<file path="src/design/cbt_pkg.sv">
package cbt_pkg;

  // configuration port
  localparam int CFG_INDEX_W = 2;
  localparam int CFG_DATA_W  = 5;

  localparam logic [CFG_INDEX_W-1:0] CFG_JUMP_WIDTH  = 2'd0;
  localparam logic [CFG_INDEX_W-1:0] CFG_SEG1_LENGTH = 2'd1;
  localparam logic [CFG_INDEX_W-1:0] CFG_SEG2_LENGTH = 2'd2;

  localparam logic [2:0] JUMP_WIDTH_MIN  = 3'd1;
  localparam logic [2:0] JUMP_WIDTH_MAX  = 3'd4;
  localparam logic [2:0] JUMP_WIDTH_RST  = 3'd1;
  localparam logic [4:0] SEG1_LENGTH_MIN = 5'd1;
  localparam logic [4:0] SEG1_LENGTH_MAX = 5'd16;
  localparam logic [4:0] SEG1_LENGTH_RST = 5'd8;
  localparam logic [3:0] SEG2_LENGTH_MIN = 4'd1;
  localparam logic [3:0] SEG2_LENGTH_MAX = 4'd8;
  localparam logic [3:0] SEG2_LENGTH_RST = 4'd2;

  // bit segment codes
  localparam logic [2:0] SEG_SYNC   = 3'd0;
  localparam logic [2:0] SEG_TSEG1  = 3'd1;
  localparam logic [2:0] SEG_LONG1  = 3'd2;
  localparam logic [2:0] SEG_TSEG2  = 3'd3;
  localparam logic [2:0] SEG_SHORT2 = 3'd4;

  typedef struct packed {
    logic [2:0] jump_width;
    logic [4:0] seg1_length;
    logic [3:0] seg2_length;
  } cfg_t;

  typedef struct packed {
    logic falling_edge;
    logic line_idle;
    logic quantum_tick;
  } item_t;

  typedef struct packed {
    logic              sample_pulse;
    logic              write_pulse;
    logic [2:0]        segment;
    logic signed [5:0] phase_offset;
    logic [4:0]        quantum_index;
  } result_t;

endpackage

</file>
<file path="src/design/cbt_ifs.sv">
interface cbt_in_if;
  logic valid;
  logic ready;
  logic falling_edge;
  logic line_idle;
  logic quantum_tick;

  modport source (output valid, output falling_edge, output line_idle,
                  output quantum_tick, input ready);
  modport sink (input valid, input falling_edge, input line_idle,
                input quantum_tick, output ready);
endinterface

interface cbt_out_if;
  logic              valid;
  logic              ready;
  logic              sample_pulse;
  logic              write_pulse;
  logic [2:0]        segment;
  logic signed [5:0] phase_offset;
  logic [4:0]        quantum_index;

  modport source (output valid, output sample_pulse, output write_pulse,
                  output segment, output phase_offset, output quantum_index,
                  input ready);
  modport sink (input valid, input sample_pulse, input write_pulse,
                input segment, input phase_offset, input quantum_index,
                output ready);
endinterface

</file>
<file path="src/design/cbt_cfg.sv">
module cbt_cfg (
  input  logic                            clk,
  input  logic                            rst,
  input  logic                            cfg_we,
  input  logic [cbt_pkg::CFG_INDEX_W-1:0] cfg_index,
  input  logic [cbt_pkg::CFG_DATA_W-1:0]  cfg_data,
  output cbt_pkg::cfg_t                   cfg
);

  cbt_pkg::cfg_t cfg_next;
  logic [2:0]    jw_raw;
  logic [4:0]    s1_raw;
  logic [3:0]    s2_raw;

  // saturate each written value into its legal range
  always_comb begin
    jw_raw   = cfg_data[2:0];
    s1_raw   = cfg_data[4:0];
    s2_raw   = cfg_data[3:0];
    cfg_next = cfg;
    if (cfg_we) begin
      unique case (cfg_index)
        cbt_pkg::CFG_JUMP_WIDTH: begin
          if (jw_raw < cbt_pkg::JUMP_WIDTH_MIN) cfg_next.jump_width = cbt_pkg::JUMP_WIDTH_MIN;
          else if (jw_raw > cbt_pkg::JUMP_WIDTH_MAX) cfg_next.jump_width = cbt_pkg::JUMP_WIDTH_MAX;
          else cfg_next.jump_width = jw_raw;
        end
        cbt_pkg::CFG_SEG1_LENGTH: begin
          if (s1_raw < cbt_pkg::SEG1_LENGTH_MIN) cfg_next.seg1_length = cbt_pkg::SEG1_LENGTH_MIN;
          else if (s1_raw > cbt_pkg::SEG1_LENGTH_MAX) cfg_next.seg1_length = cbt_pkg::SEG1_LENGTH_MAX;
          else cfg_next.seg1_length = s1_raw;
        end
        cbt_pkg::CFG_SEG2_LENGTH: begin
          if (s2_raw < cbt_pkg::SEG2_LENGTH_MIN) cfg_next.seg2_length = cbt_pkg::SEG2_LENGTH_MIN;
          else if (s2_raw > cbt_pkg::SEG2_LENGTH_MAX) cfg_next.seg2_length = cbt_pkg::SEG2_LENGTH_MAX;
          else cfg_next.seg2_length = s2_raw;
        end
        default: begin
          cfg_next = cfg;
        end
      endcase
    end
  end

  always_ff @(posedge clk) begin
    if (rst) begin
      cfg.jump_width  <= cbt_pkg::JUMP_WIDTH_RST;
      cfg.seg1_length <= cbt_pkg::SEG1_LENGTH_RST;
      cfg.seg2_length <= cbt_pkg::SEG2_LENGTH_RST;
    end else begin
      cfg <= cfg_next;
    end
  end

endmodule

</file>
<file path="src/design/cbt_core.sv">
module cbt_core (
  input  logic             clk,
  input  logic             rst,
  input  logic             step,
  input  cbt_pkg::item_t   item,
  input  cbt_pkg::cfg_t    cfg,
  output cbt_pkg::result_t result
);

  logic [2:0]        present_segment, present_segment_next;
  logic [2:0]        upcoming_segment, upcoming_segment_next;
  logic [4:0]        bit_quanta_count, bit_quanta_count_next;
  logic [4:0]        first_seg_count, first_seg_count_next;
  logic [4:0]        second_seg_count, second_seg_count_next;
  logic signed [5:0] phase_error_reg, phase_error_reg_next;
  logic [2:0]        adjust_amount, adjust_amount_next;
  logic              sample_flag, sample_flag_next;
  logic              write_flag, write_flag_next;
  logic              hard_sync_pending, hard_sync_pending_next;
  logic              resync_pending, resync_pending_next;
  logic              resync_allowed, resync_allowed_next;

  logic [2:0]        up;
  logic signed [6:0] pe_w;
  logic signed [6:0] mag_w;
  logic signed [6:0] jw_w;
  logic signed [6:0] thr1;
  logic signed [6:0] thr2;
  logic [4:0]        fsc_new;
  logic [4:0]        ssc_new;
  logic signed [6:0] pe_seg2;

  assign pe_w  = {phase_error_reg[5], phase_error_reg};
  assign mag_w = -pe_w;
  assign jw_w  = $signed({4'b0000, cfg.jump_width});
  assign thr1  = $signed({2'b00, cfg.seg1_length}) - 7'sd1;
  assign thr2  = $signed({3'b000, cfg.seg2_length}) - 7'sd1;

  always_comb begin
    hard_sync_pending_next = hard_sync_pending | (item.falling_edge & item.line_idle);
    resync_pending_next    = resync_pending | (item.falling_edge & ~item.line_idle);
    resync_allowed_next    = resync_allowed;
    adjust_amount_next     = adjust_amount;
    present_segment_next   = present_segment;
    upcoming_segment_next  = upcoming_segment;
    bit_quanta_count_next  = bit_quanta_count;
    first_seg_count_next   = first_seg_count;
    second_seg_count_next  = second_seg_count;
    phase_error_reg_next   = phase_error_reg;
    sample_flag_next       = sample_flag;
    write_flag_next        = write_flag;
    up                     = upcoming_segment;
    fsc_new                = first_seg_count + 5'd1;
    ssc_new                = second_seg_count + 5'd1;
    pe_seg2                = 7'sd0;

    if (item.quantum_tick) begin
      // apply a pending request; hard sync wins and leaves any resync queued
      if (hard_sync_pending_next) begin
        up = cbt_pkg::SEG_SYNC;
        hard_sync_pending_next = 1'b0;
      end else if (resync_pending_next) begin
        if (resync_allowed) begin
          if (present_segment == cbt_pkg::SEG_TSEG1) begin
            adjust_amount_next  = (pe_w < jw_w) ? pe_w[2:0] : cfg.jump_width;
            up                  = cbt_pkg::SEG_LONG1;
            resync_allowed_next = 1'b0;
          end else if (present_segment == cbt_pkg::SEG_TSEG2) begin
            adjust_amount_next  = (mag_w < jw_w) ? mag_w[2:0] : cfg.jump_width;
            up                  = (mag_w <= jw_w) ? cbt_pkg::SEG_SYNC : cbt_pkg::SEG_SHORT2;
            resync_allowed_next = 1'b0;
          end
        end
        resync_pending_next = 1'b0;
      end

      // advance one quantum
      upcoming_segment_next = up;
      unique case (up)
        cbt_pkg::SEG_TSEG1: begin
          bit_quanta_count_next = bit_quanta_count + 5'd1;
          if (present_segment == cbt_pkg::SEG_SYNC) begin
            fsc_new              = 5'd0;
            present_segment_next = cbt_pkg::SEG_TSEG1;
          end
          first_seg_count_next = fsc_new;
          write_flag_next      = 1'b0;
          sample_flag_next     = 1'b0;
          phase_error_reg_next = $signed({1'b0, bit_quanta_count_next});
          if ($signed({2'b00, fsc_new}) >= thr1) upcoming_segment_next = cbt_pkg::SEG_TSEG2;
        end
        cbt_pkg::SEG_LONG1: begin
          present_segment_next  = cbt_pkg::SEG_LONG1;
          bit_quanta_count_next = bit_quanta_count + 5'd1;
          first_seg_count_next  = fsc_new;
          write_flag_next       = 1'b0;
          sample_flag_next      = 1'b0;
          if ($signed({2'b00, fsc_new}) >= thr1 + $signed({4'b0000, adjust_amount_next}))
            upcoming_segment_next = cbt_pkg::SEG_TSEG2;
        end
        cbt_pkg::SEG_TSEG2: begin
          bit_quanta_count_next = bit_quanta_count + 5'd1;
          if (present_segment == cbt_pkg::SEG_TSEG1 ||
              present_segment == cbt_pkg::SEG_LONG1) begin
            sample_flag_next     = 1'b1;
            ssc_new              = 5'd0;
            present_segment_next = cbt_pkg::SEG_TSEG2;
          end else begin
            sample_flag_next = 1'b0;
          end
          second_seg_count_next = ssc_new;
          write_flag_next       = 1'b0;
          pe_seg2 = $signed({2'b00, ssc_new}) - $signed({3'b000, cfg.seg2_length});
          phase_error_reg_next  = pe_seg2[5:0];
          if ($signed({2'b00, ssc_new}) >= thr2) upcoming_segment_next = cbt_pkg::SEG_SYNC;
        end
        cbt_pkg::SEG_SHORT2: begin
          present_segment_next  = cbt_pkg::SEG_SHORT2;
          bit_quanta_count_next = bit_quanta_count + 5'd1;
          second_seg_count_next = ssc_new;
          write_flag_next       = 1'b0;
          sample_flag_next      = 1'b0;
          // a negative threshold ends the shortened segment at once
          if ($signed({2'b00, ssc_new}) >= thr2 - $signed({4'b0000, adjust_amount_next}))
            upcoming_segment_next = cbt_pkg::SEG_SYNC;
        end
        default: begin
          write_flag_next       = 1'b1;
          sample_flag_next      = 1'b0;
          resync_allowed_next   = 1'b1;
          bit_quanta_count_next = 5'd0;
          adjust_amount_next    = 3'd0;
          phase_error_reg_next  = 6'sd0;
          present_segment_next  = cbt_pkg::SEG_SYNC;
          upcoming_segment_next = cbt_pkg::SEG_TSEG1;
        end
      endcase
    end
  end

  always_ff @(posedge clk) begin
    if (rst) begin
      present_segment   <= cbt_pkg::SEG_SYNC;
      upcoming_segment  <= cbt_pkg::SEG_SYNC;
      bit_quanta_count  <= 5'd0;
      first_seg_count   <= 5'd0;
      second_seg_count  <= 5'd0;
      phase_error_reg   <= 6'sd0;
      adjust_amount     <= 3'd0;
      sample_flag       <= 1'b0;
      write_flag        <= 1'b0;
      hard_sync_pending <= 1'b0;
      resync_pending    <= 1'b0;
      resync_allowed    <= 1'b1;
    end else if (step) begin
      present_segment   <= present_segment_next;
      upcoming_segment  <= upcoming_segment_next;
      bit_quanta_count  <= bit_quanta_count_next;
      first_seg_count   <= first_seg_count_next;
      second_seg_count  <= second_seg_count_next;
      phase_error_reg   <= phase_error_reg_next;
      adjust_amount     <= adjust_amount_next;
      sample_flag       <= sample_flag_next;
      write_flag        <= write_flag_next;
      hard_sync_pending <= hard_sync_pending_next;
      resync_pending    <= resync_pending_next;
      resync_allowed    <= resync_allowed_next;
    end
  end

  assign result.sample_pulse  = sample_flag;
  assign result.write_pulse   = write_flag;
  assign result.segment       = present_segment;
  assign result.phase_offset  = phase_error_reg;
  assign result.quantum_index = bit_quanta_count;

  a_write_in_sync: assert property (@(posedge clk) disable iff (rst)
    write_flag |-> present_segment == cbt_pkg::SEG_SYNC)
    else $error("writing point outside sync segment");

  a_sample_in_tseg2: assert property (@(posedge clk) disable iff (rst)
    sample_flag |-> present_segment == cbt_pkg::SEG_TSEG2)
    else $error("sample point outside phase segment two");

  a_sync_count_zero: assert property (@(posedge clk) disable iff (rst)
    present_segment == cbt_pkg::SEG_SYNC |-> bit_quanta_count == 5'd0)
    else $error("quantum count not cleared in sync segment");

  a_resync_use_on_tick: assert property (@(posedge clk) disable iff (rst)
    $fell(resync_allowed) |-> $past(step && item.quantum_tick))
    else $error("resync consumed without a quantum tick");

  a_adjust_bound: assert property (@(posedge clk) disable iff (rst)
    adjust_amount <= cbt_pkg::JUMP_WIDTH_MAX)
    else $error("phase adjustment exceeds jump width bound");

endmodule

</file>
<file path="src/design/can_bit_timing_sync_top.sv">
// Channel   Dir  Payload                                                    Handshake
// -------   ---  ---------------------------------------------------------  ----------
// in_ch     in   falling_edge, line_idle, quantum_tick                      valid/ready
// out_ch    out  sample_pulse, write_pulse, segment, phase_offset,          valid/ready
//                quantum_index
// cfg       in   cfg_index, cfg_data (0 jump width, 1 seg1, 2 seg2)          cfg_we
//
// One word in gives one word out. The timing state updates in the cycle a
// word is accepted and the result appears on out_ch on the next cycle.
// Throughput is one word per clock while out_ch is not stalled.
// A stalled result holds out_ch while the next word is taken in the same
// cycle the result leaves, so no bubbles under continuous flow.
// rst is synchronous: sync segment, counts zero, registers at defaults.
module can_bit_timing_sync_top (
  input  logic                            clk,
  input  logic                            rst,
  input  logic                            cfg_we,
  input  logic [cbt_pkg::CFG_INDEX_W-1:0] cfg_index,
  input  logic [cbt_pkg::CFG_DATA_W-1:0]  cfg_data,
  cbt_in_if.sink                          in_ch,
  cbt_out_if.source                       out_ch
);

  cbt_pkg::cfg_t    cfg;
  cbt_pkg::item_t   item;
  cbt_pkg::result_t result;
  logic             out_valid;
  logic             accept;

  // Take a new word whenever the result slot is empty or draining.
  assign in_ch.ready = ~out_valid | out_ch.ready;
  assign accept      = in_ch.valid & in_ch.ready;

  assign item.falling_edge = in_ch.falling_edge;
  assign item.line_idle    = in_ch.line_idle;
  assign item.quantum_tick = in_ch.quantum_tick;

  cbt_cfg u_cfg (
    .clk       (clk),
    .rst       (rst),
    .cfg_we    (cfg_we),
    .cfg_index (cfg_index),
    .cfg_data  (cfg_data),
    .cfg       (cfg)
  );

  // The state registers in the core are the result register: they only
  // advance on accept, which only happens once the previous word is taken.
  cbt_core u_core (
    .clk    (clk),
    .rst    (rst),
    .step   (accept),
    .item   (item),
    .cfg    (cfg),
    .result (result)
  );

  // Hold valid until the sink takes the word; reload on every accept.
  always_ff @(posedge clk) begin
    if (rst) begin
      out_valid <= 1'b0;
    end else if (accept) begin
      out_valid <= 1'b1;
    end else if (out_ch.ready) begin
      out_valid <= 1'b0;
    end
  end

  assign out_ch.valid         = out_valid;
  assign out_ch.sample_pulse  = result.sample_pulse;
  assign out_ch.write_pulse   = result.write_pulse;
  assign out_ch.segment       = result.segment;
  assign out_ch.phase_offset  = result.phase_offset;
  assign out_ch.quantum_index = result.quantum_index;

  a_no_overwrite: assert property (@(posedge clk) disable iff (rst)
    out_valid && !out_ch.ready |-> !accept)
    else $error("accepted a word over a pending result");

  a_result_follows_accept: assert property (@(posedge clk) disable iff (rst)
    accept |=> out_valid)
    else $error("accepted word produced no result");

  a_valid_source: assert property (@(posedge clk) disable iff (rst)
    $rose(out_valid) |-> $past(accept))
    else $error("result appeared without an accepted word");

endmodule

</file>
<file path="src/flat_wrapper.sv">
// flat-port wrapper written by rule: the top's interface ports become plain ports
module can_bit_timing_sync_top_flat 
  (clk, rst, cfg_we, cfg_index, cfg_data, in_ch_valid, in_ch_falling_edge, in_ch_line_idle, in_ch_quantum_tick, in_ch_ready, out_ch_valid, out_ch_sample_pulse, out_ch_write_pulse, out_ch_segment, out_ch_phase_offset, out_ch_quantum_index, out_ch_ready);
  cbt_in_if in_ch_i ();
  cbt_out_if out_ch_i ();
  input  logic clk;
  input  logic rst;
  input  logic cfg_we;
  input  logic [cbt_pkg::CFG_INDEX_W-1:0] cfg_index;
  input  logic [cbt_pkg::CFG_DATA_W-1:0] cfg_data;
  input wire logic [$bits(in_ch_i.valid)-1:0] in_ch_valid;
  input wire logic [$bits(in_ch_i.falling_edge)-1:0] in_ch_falling_edge;
  input wire logic [$bits(in_ch_i.line_idle)-1:0] in_ch_line_idle;
  input wire logic [$bits(in_ch_i.quantum_tick)-1:0] in_ch_quantum_tick;
  output wire logic [$bits(in_ch_i.ready)-1:0] in_ch_ready;
  output wire logic [$bits(out_ch_i.valid)-1:0] out_ch_valid;
  output wire logic [$bits(out_ch_i.sample_pulse)-1:0] out_ch_sample_pulse;
  output wire logic [$bits(out_ch_i.write_pulse)-1:0] out_ch_write_pulse;
  output wire logic [$bits(out_ch_i.segment)-1:0] out_ch_segment;
  output wire logic [$bits(out_ch_i.phase_offset)-1:0] out_ch_phase_offset;
  output wire logic [$bits(out_ch_i.quantum_index)-1:0] out_ch_quantum_index;
  input wire logic [$bits(out_ch_i.ready)-1:0] out_ch_ready;
  assign in_ch_i.valid = in_ch_valid;
  assign in_ch_i.falling_edge = in_ch_falling_edge;
  assign in_ch_i.line_idle = in_ch_line_idle;
  assign in_ch_i.quantum_tick = in_ch_quantum_tick;
  assign in_ch_ready = in_ch_i.ready;
  assign out_ch_valid = out_ch_i.valid;
  assign out_ch_sample_pulse = out_ch_i.sample_pulse;
  assign out_ch_write_pulse = out_ch_i.write_pulse;
  assign out_ch_segment = out_ch_i.segment;
  assign out_ch_phase_offset = out_ch_i.phase_offset;
  assign out_ch_quantum_index = out_ch_i.quantum_index;
  assign out_ch_i.ready = out_ch_ready;
  can_bit_timing_sync_top u_core (.clk(clk), .rst(rst), .cfg_we(cfg_we), .cfg_index(cfg_index), .cfg_data(cfg_data), .in_ch(in_ch_i), .out_ch(out_ch_i));
endmodule
</file>
<file path="config.mk">
export PLATFORM = sky130hd
export DESIGN_NAME = can_bit_timing_sync_top_flat
export DESIGN_NICKNAME = d
export VERILOG_FILES = /design/src/design/cbt_pkg.sv /design/src/design/cbt_ifs.sv /design/src/design/cbt_cfg.sv /design/src/design/cbt_core.sv /design/src/design/can_bit_timing_sync_top.sv /design/src/flat_wrapper.sv
export SDC_FILE = /design/constraint.sdc
export NUM_CORES = 1
export LEC_CHECK = 0
export ABC_CLOCK_PERIOD_IN_PS = 9200
export BUFFER_PORTS_ARGS = -buffer_cell sky130_fd_sc_hd__buf_2
export CAP_MARGIN = 15
export CELL_PAD_IN_SITES_DETAIL_PLACEMENT = 1
export CELL_PAD_IN_SITES_GLOBAL_PLACEMENT = 1
export CORE_MARGIN = 10
export CORE_UTILIZATION = 26
export DETAILED_ROUTE_END_ITERATION = 8
export GPL_TIMING_DRIVEN = 0
export HOLD_SLACK_MARGIN = 0.02
export MAX_ROUTING_LAYER = met4
export PLACE_DENSITY_LB_ADDON = 0.1
export SYNTH_ARGS = -nofsm -noshare
export SYNTH_HDL_FRONTEND = slang
export SYNTH_SLANG_ARGS = --single-unit
export TNS_END_PERCENT = 50
</file>
<file path="constraint.sdc">
create_clock -name clk -period 9.2 [get_ports clk]
set_input_delay 0.92 -clock clk [delete_from_list [all_inputs] [get_ports clk]]
set_output_delay 0.92 -clock clk [all_outputs]
set_load 0.05 [all_outputs]
</file>
---- Yosys cells after proc, flatten, opt, wreduce, memory -nomap -nowiden ----
Index checks and enable logic that the tools add are counted.
word-level totals
  register bits ........................... 48
  word-level logic and storage cells ...... 131
operators by class
  $add $sub $neg .......................... 9
  magnitude comparators ................... 13
  equality and inequality tests ........... 13
  mux-type cells .......................... 54
  bitwise operators ....................... 9
  reduce and logical (&&, ||, !) cells .... 17
operators by type and width
  cell                 number
  $mux 3               24
  $mux 5               9
  $pmux 3 s4           2
  $pmux 5 s2           2
  $pmux 6 s3           1
  $add 5x1->5 const B  3
  $mux 1               14
  $eq 3x2->1 const B   4
  $ge 6x6->1           2
  $sub 5x4->6          2
  $reduce_and 3->1     3
  $mux 4               2
  $reduce_and 2->1     4
  $reduce_and 4->1     2
  $add 6x4->7          1
  $ge 6x7->1           1
  $le 7x4->1           1
  $lt 7x4->1           1
  $neg 6->7            1
  $eq 3x1->1 const B   2
  $ge 6x5->1           1
  $lt 6x4->1           1
  $ne 2x2->1 const B   3
  $reduce_bool 2->1    3
  other kinds (20)     26

---- Logic depth before layout (Yosys ltp) ----
Gate-level depths: netlist of the first run.
  depth after elaboration ................. 15
  gate-level depth with buffers ........... 23

---- Cells and area by module ----
Synthesis of the first run repeated with hierarchy kept, for this count alone.
second synthesis, totals
  cell total of the unflattened synthesis .. 491
  area, all modules ....................... 3,962.6 um2
by module, submodules not included
  module                   times used  cells an instance  area an instance (um2)
  cbt_core                 1           436                3,387.0
  cbt_cfg                  1           50                 520.5
  can_bit_timing_sync_top  1           5                  55.1

---- Worst setup path after synthesis of the first run ----
OpenSTA, ideal clock, no wires.
  kind .................................... register to register
  from .................................... register u_core.u_core.phase_error_reg[0]
  to ...................................... register u_core.u_core.upcoming_segment[2]
  arrival time ............................ 4.586 ns
  required time ........................... 9.126 ns
  setup slack ............................. 4.539 ns
  stages on the path, launching flop included .. 22
  path buffers ............................ 0
  period minus slack after synthesis ...... 4.661 ns
  path through ............................ dfxtp_1 inv_1 ha_1 xnor2_1 ha_1 and3b_1 nor3_1 o21ai_0 a31oi_1 mux2i_1 a21oi_1 ha_1 inv_1 ha_1 a21o_1 a31oi_1 xnor2_1 ha_1 or4_1 nor2_1 nand4_1 o21ai_0
between the ends
  longest elaborated chain between the ends .. 13
RTL lines
  item                                        RTL line                         source
  start, declared                             cbt_core.sv:15                   logic signed [5:0] phase_error_reg, phase_error_reg_next;
  start signal, assigned                      cbt_core.sv:161                  phase_error_reg <= phase_error_reg_next;
  $neg 6->7                                   cbt_core.sv:34                   assign mag_w = -pe_w;
  $lt 7x4->1                                  cbt_core.sv:69                   adjust_amount_next = (mag_w < jw_w) ? mag_w[2:0] : cfg.jump_width;
  $mux 3                                      cbt_core.sv:69
  $mux 3                                      cbt_core.sv:68                   end else if (present_segment == cbt_pkg::SEG_TSEG2) begin
  $mux 3                                      cbt_core.sv:64                   if (present_segment == cbt_pkg::SEG_TSEG1) begin
  $mux 3                                      cbt_core.sv:63                   if (resync_allowed) begin
  $mux 3                                      cbt_core.sv:62                   end else if (resync_pending_next) begin
  $mux 3                                      cbt_core.sv:59                   if (hard_sync_pending_next) begin
  $mux 3                                      cbt_core.sv:57                   if (item.quantum_tick) begin
  $add 6x4->7 or $sub 5x4->6 (tied branches)  cbt_core.sv:98, cbt_core.sv:124
  $ge 6x7->1 or $ge 6x6->1 (tied branches)    cbt_core.sv:98, cbt_core.sv:124
  $mux 3, on equally long branches            cbt_core.sv:98, cbt_core.sv:124
  $pmux 3 s4 *                                cbt_core.sv:79                   unique case (up)
  end signal, assigned                        cbt_core.sv:144                  upcoming_segment <= cbt_pkg::SEG_SYNC;
  end signal, assigned                        cbt_core.sv:157                  upcoming_segment <= upcoming_segment_next;
  end, declared                               cbt_core.sv:11                   logic [2:0] upcoming_segment, upcoming_segment_next;
Mark *: on every way between the ends. The rest lies on a longest branch, timed or not. The select of a mux whose other input is x is not followed.
A chain may end at the register's enable or synchronous reset.

---- Worst setup path in the final report of the first run ----
Ends and elaborated chain as after synthesis.

==> results of run 1 <==
-- layout by cell type (no fill, tap or decap), drive strengths merged, types with 15 or more instances in the layout --
master	netlist	final
a21o	21	21
a21oi	40	40
buf	6	37
clkbuf	9	15
dfxtp	48	48
ha	40	40
inv	32	32
nand2	24	24
nand2b	16	16
nand3	22	22
nor2	45	45
nor3	22	22
o21ai	19	19
xor2	16	16
-- stage by stage --
| stage | hold WS (ps) | utilization (%) | total power [mW] | std cells | worst slack (ps) |
|---|---|---|---|---|---|
| after global placement | 440 | 29.0 | 0.307 | 717 | 4030 |
| after global routing | 483 | 30.2 | 0.557 | 725 | 3520 |
| after CTS | 466 | 30.2 | 0.540 | 725 | 3930 |
| after detailed placement | 454 | 29.0 | 0.309 | 717 | 3940 |
| after floorplan | 421 | - | 0.280 | 498 | 4540 |
| final | 461 | 30.2 | 0.531 | 725 | 4010 |
-- worst paths after layout --
| check | end | from | slack [ps] |
|---|---|---|---|
| worst min register to register | u_core.u_core.sample_flag | u_core.u_core.sample_flag | 460 |
| worst max register to register | u_core.u_core.upcoming_segment[2] | u_core.u_core.phase_error_reg[0] | 4010 |
| worst min-delay path | u_core.u_core.sample_flag | u_core.u_core.sample_flag | 460 |
| worst max-delay path | u_core.u_core.upcoming_segment[2] | u_core.u_core.phase_error_reg[0] | 4010 |
-- logic make-up (layout without fill, tap and decap cells) --
logic type / count (synthesis) / in the layout / share of synthesized area [%]
fa+ha+maj: 41 / 41 / 13.1
simple gates: 180 / 180 / 23.8
buf+inv: 47 / 86 / 4.99
compound gates: 148 / 148 / 26.3
mux: 8 / 8 / 2.07
xor+xnor: 26 / 26 / 5.71
flops: 48 / 48 / 24.1
-- final cells by class --
class,count,share of cell area (%)
timing repair buffer,31,3.41
multi-input combinational,403,62.0
buffer,15,1.73
inverter,32,2.64
tap,188,5.17
clock inverter,2,0.852
clock buffer,6,3.05
sequential,48,21.1
-- layer usage --
metal	up-vias	track usage, %
met2	35	21.9
li1	1892	-
met4	0	3.06
met5	-	-
met3	8	2.11
met1	1838	17.2
-- critical path: cells and delay by family, from the launching register on --
family / cells / cell delay, ps
xor+xnor: 2 / 290
mux: 1 / 170
fa+ha+maj: 5 / 1270
simple gates: 5 / 1020
compound gates: 6 / 1690
buf+inv: 2 / 210
flops: 1 / 480
-- power by group through the flow --
stage	clock network, mW	registers [mW]	logic [mW]
4_1_cts	0.235	0.215	0.0903
6_report	0.227	0.215	0.0892
3_5_place_dp	0	0.219	0.0897
3_3_place_gp	0	0.219	0.0875
2_1_floorplan	0	0.221	0.0591
5_1_grt	0.242	0.215	0.100
==> flow_summary.json, run 1 <==
{
  "result_of_the_run": "finished clean",
  "wire_length_on_met2_mm": 6.25,
  "grt_pass1_vias": 3875,
  "final.setup_skew_ps": 10.6,
  "drc": 0,
  "tritoncts_num_sinks": 48,
  "post-route-cell-area_sq_mm": 0.00455,
  "antenna_found_initial": 0,
  "worstHoldPathType": "flop to flop",
  "final_net_count": 592,
  "die_w_microns": 144,
  "power.clock.fraction_pct": 42.8,
  "buffers_on_ports": 31,
  "share_of_post_route_cells_with_drive_strength_above_1_pct": 12.7,
  "placed_inst_area_sq_mm": 0.00438,
  "design.die.area_sq_mm": 0.0207,
  "logic_pwr_share_pct": 16.8,
  "synthDominantAreaCellType": "sky130_fd_sc_hd__dfxtp_1",
  "grt_util_all_layers_pct": 13.5,
  "ys_top_cells_by_area": "sky130_fd_sc_hd__dfxtp_1 (24%), sky130_fd_sc_hd__ha_1 (13%), sky130_fd_sc_hd__a21oi_1 (4.6%)",
  "synth.distinct_cells": 71,
  "slew_headroom_pct": 32.9,
  "worst_path_max_delay_cell": "sky130_fd_sc_hd__o21ai_0",
  "final-hold-violation-count": 0,
  "clockBufferDepth": 2,
  "area.growth.synth_to_final_pct": 14.3,
  "highest_clock_rate_mhz": 193,
  "route.antenna.remaining_nets": 0,
  "largest_register_ff_count": 12,
  "postRouteWirelength_mm": 13.4,
  "timing.setup.critical_path_class": "flop to flop",
  "worst-path-max-fanout": 7,
  "dr_wl_met3_microns": 309,
  "mappedNetlistArea_sq_mm": 0.00399,
  "layout_worst_path_cycle_share_pct": 56.4,
  "final.min_clock_period_ps": 5190,
  "slew_viol_final": 0,
  "drtPass1Iterations": 4,
  "dieHeight_microns": 144,
  "grt_first_pass_wirelength_mm": 21.4,
  "cp.required_ps": 9440,
  "synth_nets": 554,
  "hold_depth": 2,
  "post_synth_edffs": 0,
  "grt_start_max_net_pins": 16,
  "crit_path_end_kind": "flop",
  "max_cap_violations": 0,
  "routed_wire_length_per_instance_microns": 18.5,
  "rr_worst_depth": 21,
  "postCtsResizedCells": 0,
  "power.leakage_nw": 1.91,
  "weighted_congestion_reported_at_the_end_of_routability_driven_placement": 0.865,
  "fin_tns_setup_ps": 0,
  "synth-async-reset-ratio_pct": 0,
  "core_area_sq_mm": 0.0151,
  "max_slew.worst_pin.slew_ps": 1000,
  "top_layer": "met4",
  "post-cts-setup-buffers": 0,
  "antenna_cells": 0,
  "arrival_ps": 5430,
  "layout.area.seq_sq_um": 961,
  "cellPowerDensity_mw_per_mm2": 117,
  "synth.ff_latch_count": 48,
  "cp_cell_sequence": "inv_1, ha_1, xnor2_1, ha_1, and3b_1, nor3_1, o21ai_0, a31oi_1, mux2i_1, a21oi_1, ha_1, inv_1, ha_1, a21o_1, a31oi_1, xnor2_1, ha_1, or4_1, nor2_1, nand4_1, o21ai_0",
  "viasPerCell": 5.20,
  "syn-mean-instance-area_sq_um": 8.00,
  "clk_latency_ps": 310,
  "floorplan.initialDensity_pct": 26.4,
  "setup_viol": 0,
  "internal-power_uw": 379,
  "ctsHtreeMaxLevel": 2,
  "yosysWarningCount": 0,
  "number_of_filler_instances_in_the_final_layout": 1826,
  "boundaryPins": 33,
  "top_count_cell_post_synth": "sky130_fd_sc_hd__dfxtp_1",
  "tritoncts": "done",
  "unrepaired_setup_endpoints_after_global_routing": "no",
  "power.switching_fraction_pct": 28.6,
  "synth.yosys.seq_area_share_pct": 24.1,
  "via_count": 3773,
  "crit_path_max_incr_delay_ps": 520,
  "synth.top_cell.area_share_pct": 24.1,
  "clkSlewWorstSetupHoldPaths_ps": 70,
  "vdd.ir_drop.worst_uv": 62.6,
  "post_synth_top_cells": "sky130_fd_sc_hd__dfxtp_1 (48), sky130_fd_sc_hd__nor2_1 (44), sky130_fd_sc_hd__ha_1 (40), sky130_fd_sc_hd__a21oi_1 (37), sky130_fd_sc_hd__inv_1 (32)",
  "post_synth_inst_count": 498,
  "global_route.overflow_total": 0,
  "postCtsHoldBufs": 0,
  "clock-root-buffer": "sky130_fd_sc_hd__clkbuf_16",
  "numCtsBuffers": 5,
  "multi_input_comb_area_sq_mm": 0.00283,
  "detailed_placer_s_ending_hpwl_mm": 10.8,
  "total_switching_power_uw": 152,
  "crit_path_frequent_cell": "sky130_fd_sc_hd__ha_1",
  "timing.critical_path.from_type": "flop",
  "detailedRoute.firstIterationViolations": 145,
  "rows": 45,
  "synth_flop_cell": "sky130_fd_sc_hd__dfxtp_1",
  "m1WireLength_mm": 6.73,
  "power_frac_seq_pct": 40.4
}
(Power assumes the default switching activity.)
==> inputs of run 2 (changes only) <==
ABC_AREA = 1   (was unset)
ABC_CLOCK_PERIOD_IN_PS = 5200   (was 9200)
clock period = 5.2 ns   (was 9.2 ns; I/O delays follow)
==> flow_summary.json, run 2 <==
{
  "slew_viol_final": 0,
  "place.detailed.instances": 742,
  "clkSlewWorstSetupHoldPaths_ps": 70,
  "grt_util_all_layers_pct": 12.5,
  "largest_register_ff_count": 12,
  "post-cts-setup-buffers": 0,
  "detailed_placer_s_ending_hpwl_mm": 9.81,
  "postRouteWirelength_mm": 11.8,
  "result_of_the_run": "finished clean",
  "ys_top_cells_by_area": "sky130_fd_sc_hd__dfxtp_1 (25%), sky130_fd_sc_hd__ha_1 (13%), sky130_fd_sc_hd__inv_1 (8.5%)",
  "boundaryPins": 33,
  "layout_worst_path_cycle_share_pct": 86.3,
  "ctsHtreeMaxLevel": 2,
  "fin_tns_setup_ps": 0,
  "drc": 0,
  "synth_flop_cell": "sky130_fd_sc_hd__dfxtp_1",
  "numCtsBuffers": 5,
  "core_area_sq_mm": 0.0144,
  "timing.setup.critical_path_class": "flop to flop",
  "postCtsResizedCells": 0,
  "share_of_post_route_cells_with_drive_strength_above_1_pct": 15.4,
  "clockBufferDepth": 2,
  "syn-mean-instance-area_sq_um": 7.20,
  "floorplan.initialDensity_pct": 26.3,
  "worst-path-max-fanout": 6,
  "unrepaired_setup_endpoints_after_global_routing": "no",
  "worstHoldPathType": "flop to flop",
  "antenna_cells": 0,
  "setup_viol": 0,
  "design.die.area_sq_mm": 0.0198,
  "worst_slack_ps": 710,
  "max_slew.worst_pin.slew_ps": 985,
  "final.min_clock_period_ps": 4490,
  "viasPerCell": 4.62,
  "post_synth_top_cells": "sky130_fd_sc_hd__inv_1 (86), sky130_fd_sc_hd__nand2_1 (80), sky130_fd_sc_hd__dfxtp_1 (48), sky130_fd_sc_hd__nor2_1 (44)",
  "die_w_microns": 141,
  "final_net_count": 621,
  "fin_total_pwr_uw": 999,
  "grt_start_max_net_pins": 14,
  "synth.distinct_cells": 46,
  "synthDominantAreaCellType": "sky130_fd_sc_hd__dfxtp_1",
  "crit_path_frequent_cell": "sky130_fd_sc_hd__nand2_1",
  "weighted_congestion_reported_at_the_end_of_routability_driven_placement": 0.780,
  "synth.ff_latch_count": 48,
  "power.leakage_nw": 2.04,
  "final.setup_skew_ps": 4.85,
  "synth-async-reset-ratio_pct": 0,
  "rows": 44,
  "arrival_ps": 4690,
  "global_route.overflow_total": 0,
  "antenna_found_initial": 0,
  "buffers_on_ports": 31,
  "dieHeight_microns": 141,
  "tritoncts": "done",
  "top_count_cell_post_synth": "sky130_fd_sc_hd__inv_1",
  "cellPowerDensity_mw_per_mm2": 231,
  "post-place-ws_ps": 609,
  "whs_ps": 473,
  "clock-root-buffer": "sky130_fd_sc_hd__clkbuf_16",
  "clk_latency_ps": 300,
  "vdd.ir_drop.worst_uv": 115,
  "post_synth_edffs": 0,
  "crit_path_end_kind": "flop",
  "timing.critical_path.from_type": "flop",
  "post_synth_inst_count": 527,
  "via_count": 3468,
  "synth_nets": 583,
  "layout.cells.most_common": "sky130_fd_sc_hd__inv_1",
  "mappedNetlistArea_sq_mm": 0.00379,
  "worst_path_max_delay_cell": "sky130_fd_sc_hd__dfxtp_1",
  "slew_headroom_pct": 33.8,
  "route.antenna.remaining_nets": 0,
  "synth.top_cell.area_share_pct": 25.3,
  "detailedRoute.firstIterationViolations": 158,
  "final-hold-violation-count": 0,
  "yosysWarningCount": 0,
  "tritoncts_num_sinks": 48,
  "area.growth.synth_to_final_pct": 14.0,
  "drtPass1Iterations": 4,
  "crit_path_max_incr_delay_ps": 490,
  "cp.required_ps": 5400,
  "grt_pass1_vias": 3698,
  "final_cell_count_no_fill": 750,
  "synth.yosys.seq_area_share_pct": 25.3,
  "routed_wire_length_per_instance_microns": 15.7,
  "postCtsHoldBufs": 0,
  "commonest_cells_after_routing_fill_and_taps_aside": "sky130_fd_sc_hd__inv_1 (86), sky130_fd_sc_hd__nand2_1 (80), sky130_fd_sc_hd__dfxtp_1 (48), sky130_fd_sc_hd__nor2_1 (44)",
  "highest_clock_rate_mhz": 223,
  "max_cap_violations": 0,
  "grt_first_pass_wirelength_mm": 19.6
}
## run 2: changes by cell type after synthesis, moves of 16 or more
cell                       change
sky130_fd_sc_hd__a21o_1       -21
sky130_fd_sc_hd__inv_1        +54
sky130_fd_sc_hd__nand2_1      +56
sky130_fd_sc_hd__nand2b_1     -16
sky130_fd_sc_hd__nand3_1      +19
## run 2: worst max-delay path: cells and delay by family, from the launching register on
kind,cells,cell delay (ps)
XOR/XNOR,2,400
AND/OR/NAND/NOR,13,1000
adder cells (fa/ha/maj),5,1390
AO/OA/AOI/OAI,7,920
flip-flops,1,490
buffers and inverters,2,170
## run 2: area by class of cell
type / instances / area (sq um)
plain buffers: 5 / 22.5
clock buffers: 8 / 146
fillers: 1842 / 10100
inverters: 94 / 353
multi-input cells: 380 / 2460
flip-flops and latches: 48 / 961
well taps: 184 / 230
repair buffers: 31 / 155
## run 2: power by group
group	total [mW]	internal [mW]	leakage, nW	switching [mW]
clock network	0.345	0.193	0.0712	0.152
logic	0.259	0.0820	1.58	0.177
registers	0.395	0.380	0.390	0.0152
## run 2: per-stage QoR
step	utilization (%)	instance area (sq um)
after global routing	30.0	4330
after floorplan	-	3790
after global placement	29.0	4180
after CTS	30.0	4330
final	30.0	4330
after detailed placement	29.0	4180
## run 2: worst paths after layout
path	start	end	slack, ps	cells after the start
hold / removal	u_core.u_cfg.cfg[4]	u_core.u_cfg.cfg[4]	470	2
setup reg to reg	u_core.u_core.phase_error_reg[1]	u_core.u_core.upcoming_segment[0]	710	29
setup / recovery	u_core.u_core.phase_error_reg[1]	u_core.u_core.upcoming_segment[0]	710	29
hold reg to reg	u_core.u_cfg.cfg[4]	u_core.u_cfg.cfg[4]	470	2
## run 2: kinds of logic (layout without fill, tap and decap cells)
kind of cell	after synthesis	in the layout	synth area share [%]
xor gates and xnor gates	20	20	4.62
and+or+nand+nor	210	210	28.0
buffers and inverters	99	138	9.89
AOI/OAI and AO/OA	109	109	18.4
DFF	48	48	25.3
adders and majority gates	41	41	13.7
## run 2: routing by layer
layer	wire length (microns)	global-route usage, %	part of all wire [%]
met1	5760	15.5	49
met2	5650	20.5	48
met3	303	2.62	2.6
met4	103	2.77	0.87
met5	0	-	0
==> inputs of run 3 (changes only) <==
CORE_UTILIZATION = 42   (was 26)
CTS_BUF_LIST = sky130_fd_sc_hd__clkbuf_8   (was unset)
RECOVER_POWER = 25   (was unset)
==> flow_summary.json, run 3 (synthesis results as in run 2) <==
{
  "final_net_count": 621,
  "highest_clock_rate_mhz": 225,
  "grt_busiest_layer": "met2",
  "met3_usage_pct": 2.29,
  "share_of_post_route_cells_with_drive_strength_above_1_pct": 13.8,
  "largest_register_ff_count": 12,
  "antenna_found_initial": 0,
  "route.antenna.remaining_nets": 0,
  "postRouteWirelength_mm": 10.6,
  "die_w_microns": 115,
  "floorplan.initialDensity_pct": 43.3,
  "post-place-ws_ps": 687,
  "grt.met2_usage_pct": 28.8,
  "layout.area.seq_sq_um": 961,
  "worst_path_max_delay_cell": "sky130_fd_sc_hd__dfxtp_1",
  "multi_input_comb_area_sq_mm": 0.00246,
  "final-hold-violation-count": 0,
  "grt_first_pass_wirelength_mm": 18.2,
  "weighted_congestion_reported_at_the_end_of_routability_driven_placement": 0.823,
  "worstHoldPathType": "input pin to flop",
  "crit_path_end_kind": "flop",
  "drc": 0,
  "fin_tns_setup_ps": 0,
  "boundaryPins": 33,
  "setup_viol": 0,
  "rows": 34,
  "final.setup_skew_ps": 11.5,
  "buffers_on_ports": 31,
  "post-route-cell-area_sq_mm": 0.00415,
  "total_switching_power_uw": 322,
  "arrival_ps": 4640,
  "max_cap_violations": 0,
  "clock-root-buffer": "sky130_fd_sc_hd__clkbuf_8",
  "tritoncts_num_sinks": 48,
  "dieHeight_microns": 115,
  "crit_path_frequent_cell": "sky130_fd_sc_hd__nand2_1",
  "placed_inst_area_sq_mm": 0.00409,
  "grt_util_all_layers_pct": 17.1,
  "numCtsBuffers": 5,
  "postCtsHoldBufs": 0,
  "number_of_filler_instances_in_the_final_layout": 1163,
  "tritoncts": "done",
  "worst_slack_ps": 764,
  "clkSlewWorstSetupHoldPaths_ps": 100,
  "layout.cells.most_common": "sky130_fd_sc_hd__inv_1",
  "unrepaired_setup_endpoints_after_global_routing": "no",
  "global_route.overflow_total": 0,
  "power_frac_seq_pct": 45.1,
  "postCtsResizedCells": 0,
  "worst-path-max-fanout": 6,
  "design.die.area_sq_mm": 0.0132,
  "cp.required_ps": 5410,
  "logic_pwr_share_pct": 29.3,
  "vdd.ir_drop.worst_uv": 84.8,
  "layout_worst_path_cycle_share_pct": 85.3,
  "slew_viol_final": 0,
  "post-cts-setup-buffers": 0,
  "area.growth.synth_to_final_pct": 9.33,
  "slew_headroom_pct": 31.9,
  "antenna_cells": 0,
  "commonest_cells_after_routing_fill_and_taps_aside": "sky130_fd_sc_hd__inv_1 (87), sky130_fd_sc_hd__nand2_1 (80), sky130_fd_sc_hd__dfxtp_1 (48), sky130_fd_sc_hd__nor2_1 (44)",
  "viasPerCell": 5.29,
  "grt_start_max_net_pins": 14,
  "whs_ps": 465,
  "drtPass1Iterations": 4,
  "power.leakage_nw": 1.98,
  "clk_latency_ps": 310,
  "power.switching_fraction_pct": 36.9,
  "detailedRoute.firstIterationViolations": 107,
  "grtUsageMet1_pct": 21.4,
  "core_area_sq_mm": 0.00876,
  "final.min_clock_period_ps": 4440,
  "power.clock.fraction_pct": 25.6,
  "cellPowerDensity_mw_per_mm2": 210,
  "timing.critical_path.from_type": "flop",
  "clockBufferDepth": 2,
  "grt_pass1_vias": 3717,
  "ctsHtreeMaxLevel": 2,
  "result_of_the_run": "finished clean",
  "internal-power_uw": 551,
  "crit_path_max_incr_delay_ps": 460,
  "timing.setup.critical_path_class": "flop to flop",
  "max_slew.worst_pin.slew_ps": 1010,
  "finalCoreUtilization_pct": 47.3,
  "via_count": 3563,
  "routed_wire_length_per_instance_microns": 15.8,
  "detailed_placer_s_ending_hpwl_mm": 8.89
}
[run 3: power by group through the flow]
| stage | Combinational [mW] | Sequential [mW] | Clock [mW] |
|---|---|---|---|
| global placement | 0.250 | 0.402 | 0 |
| CTS | 0.261 | 0.394 | 0.227 |
| finish | 0.255 | 0.394 | 0.224 |
| floorplan | 0.173 | 0.421 | 0 |
| global route | 0.291 | 0.397 | 0.242 |
| detailed placement | 0.259 | 0.403 | 0 |
[run 3: worst paths after layout]
path,slack (ps),depth (start not counted),end,from
max reg2reg,760,29,u_core.u_core.upcoming_segment[0],u_core.u_core.phase_error_reg[1]
max,760,29,u_core.u_core.upcoming_segment[0],u_core.u_core.phase_error_reg[1]
min,470,3,u_core.u_core.resync_allowed,in_ch_quantum_tick
min reg2reg,470,2,u_core.u_cfg.cfg[4],u_core.u_cfg.cfg[4]
[run 3: cell type report]
| class | instances | share of cell area, % |
|---|---|---|
| multi-input cells | 380 | 59.3 |
| clock inverters | 2 | 0.211 |
| plain buffers | 5 | 0.452 |
| repair buffers | 31 | 3.50 |
| inverters | 94 | 8.50 |
| well taps | 108 | 3.26 |
| clock buffers | 5 | 1.66 |
| flip-flops and latches | 48 | 23.2 |
[run 3: routing by layer]
metal | vias to the layer above | routed length [microns]
li1 | 1816 | -
met1 | 1703 | 5140
met5 | - | 0
met2 | 38 | 5100
met4 | 0 | 79
met3 | 6 | 320
[run 3: per-stage QoR]
| stage | std cells | power [mW] |
|---|---|---|
| finish | 673 | 0.873 |
| global route | 673 | 0.930 |
| CTS | 673 | 0.882 |
| detailed placement | 666 | 0.662 |
| global placement | 666 | 0.652 |
| floorplan | 527 | 0.593 |
[run 3: critical path: cells and delay by family (launching register included)]
family / cells / cell delay [ps]
DFF: 1 / 460
buffers and inverters: 2 / 160
and+or+nand+nor: 13 / 1060
adders and majority gates: 5 / 1380
AOI/OAI and AO/OA: 7 / 910
xor gates and xnor gates: 2 / 370
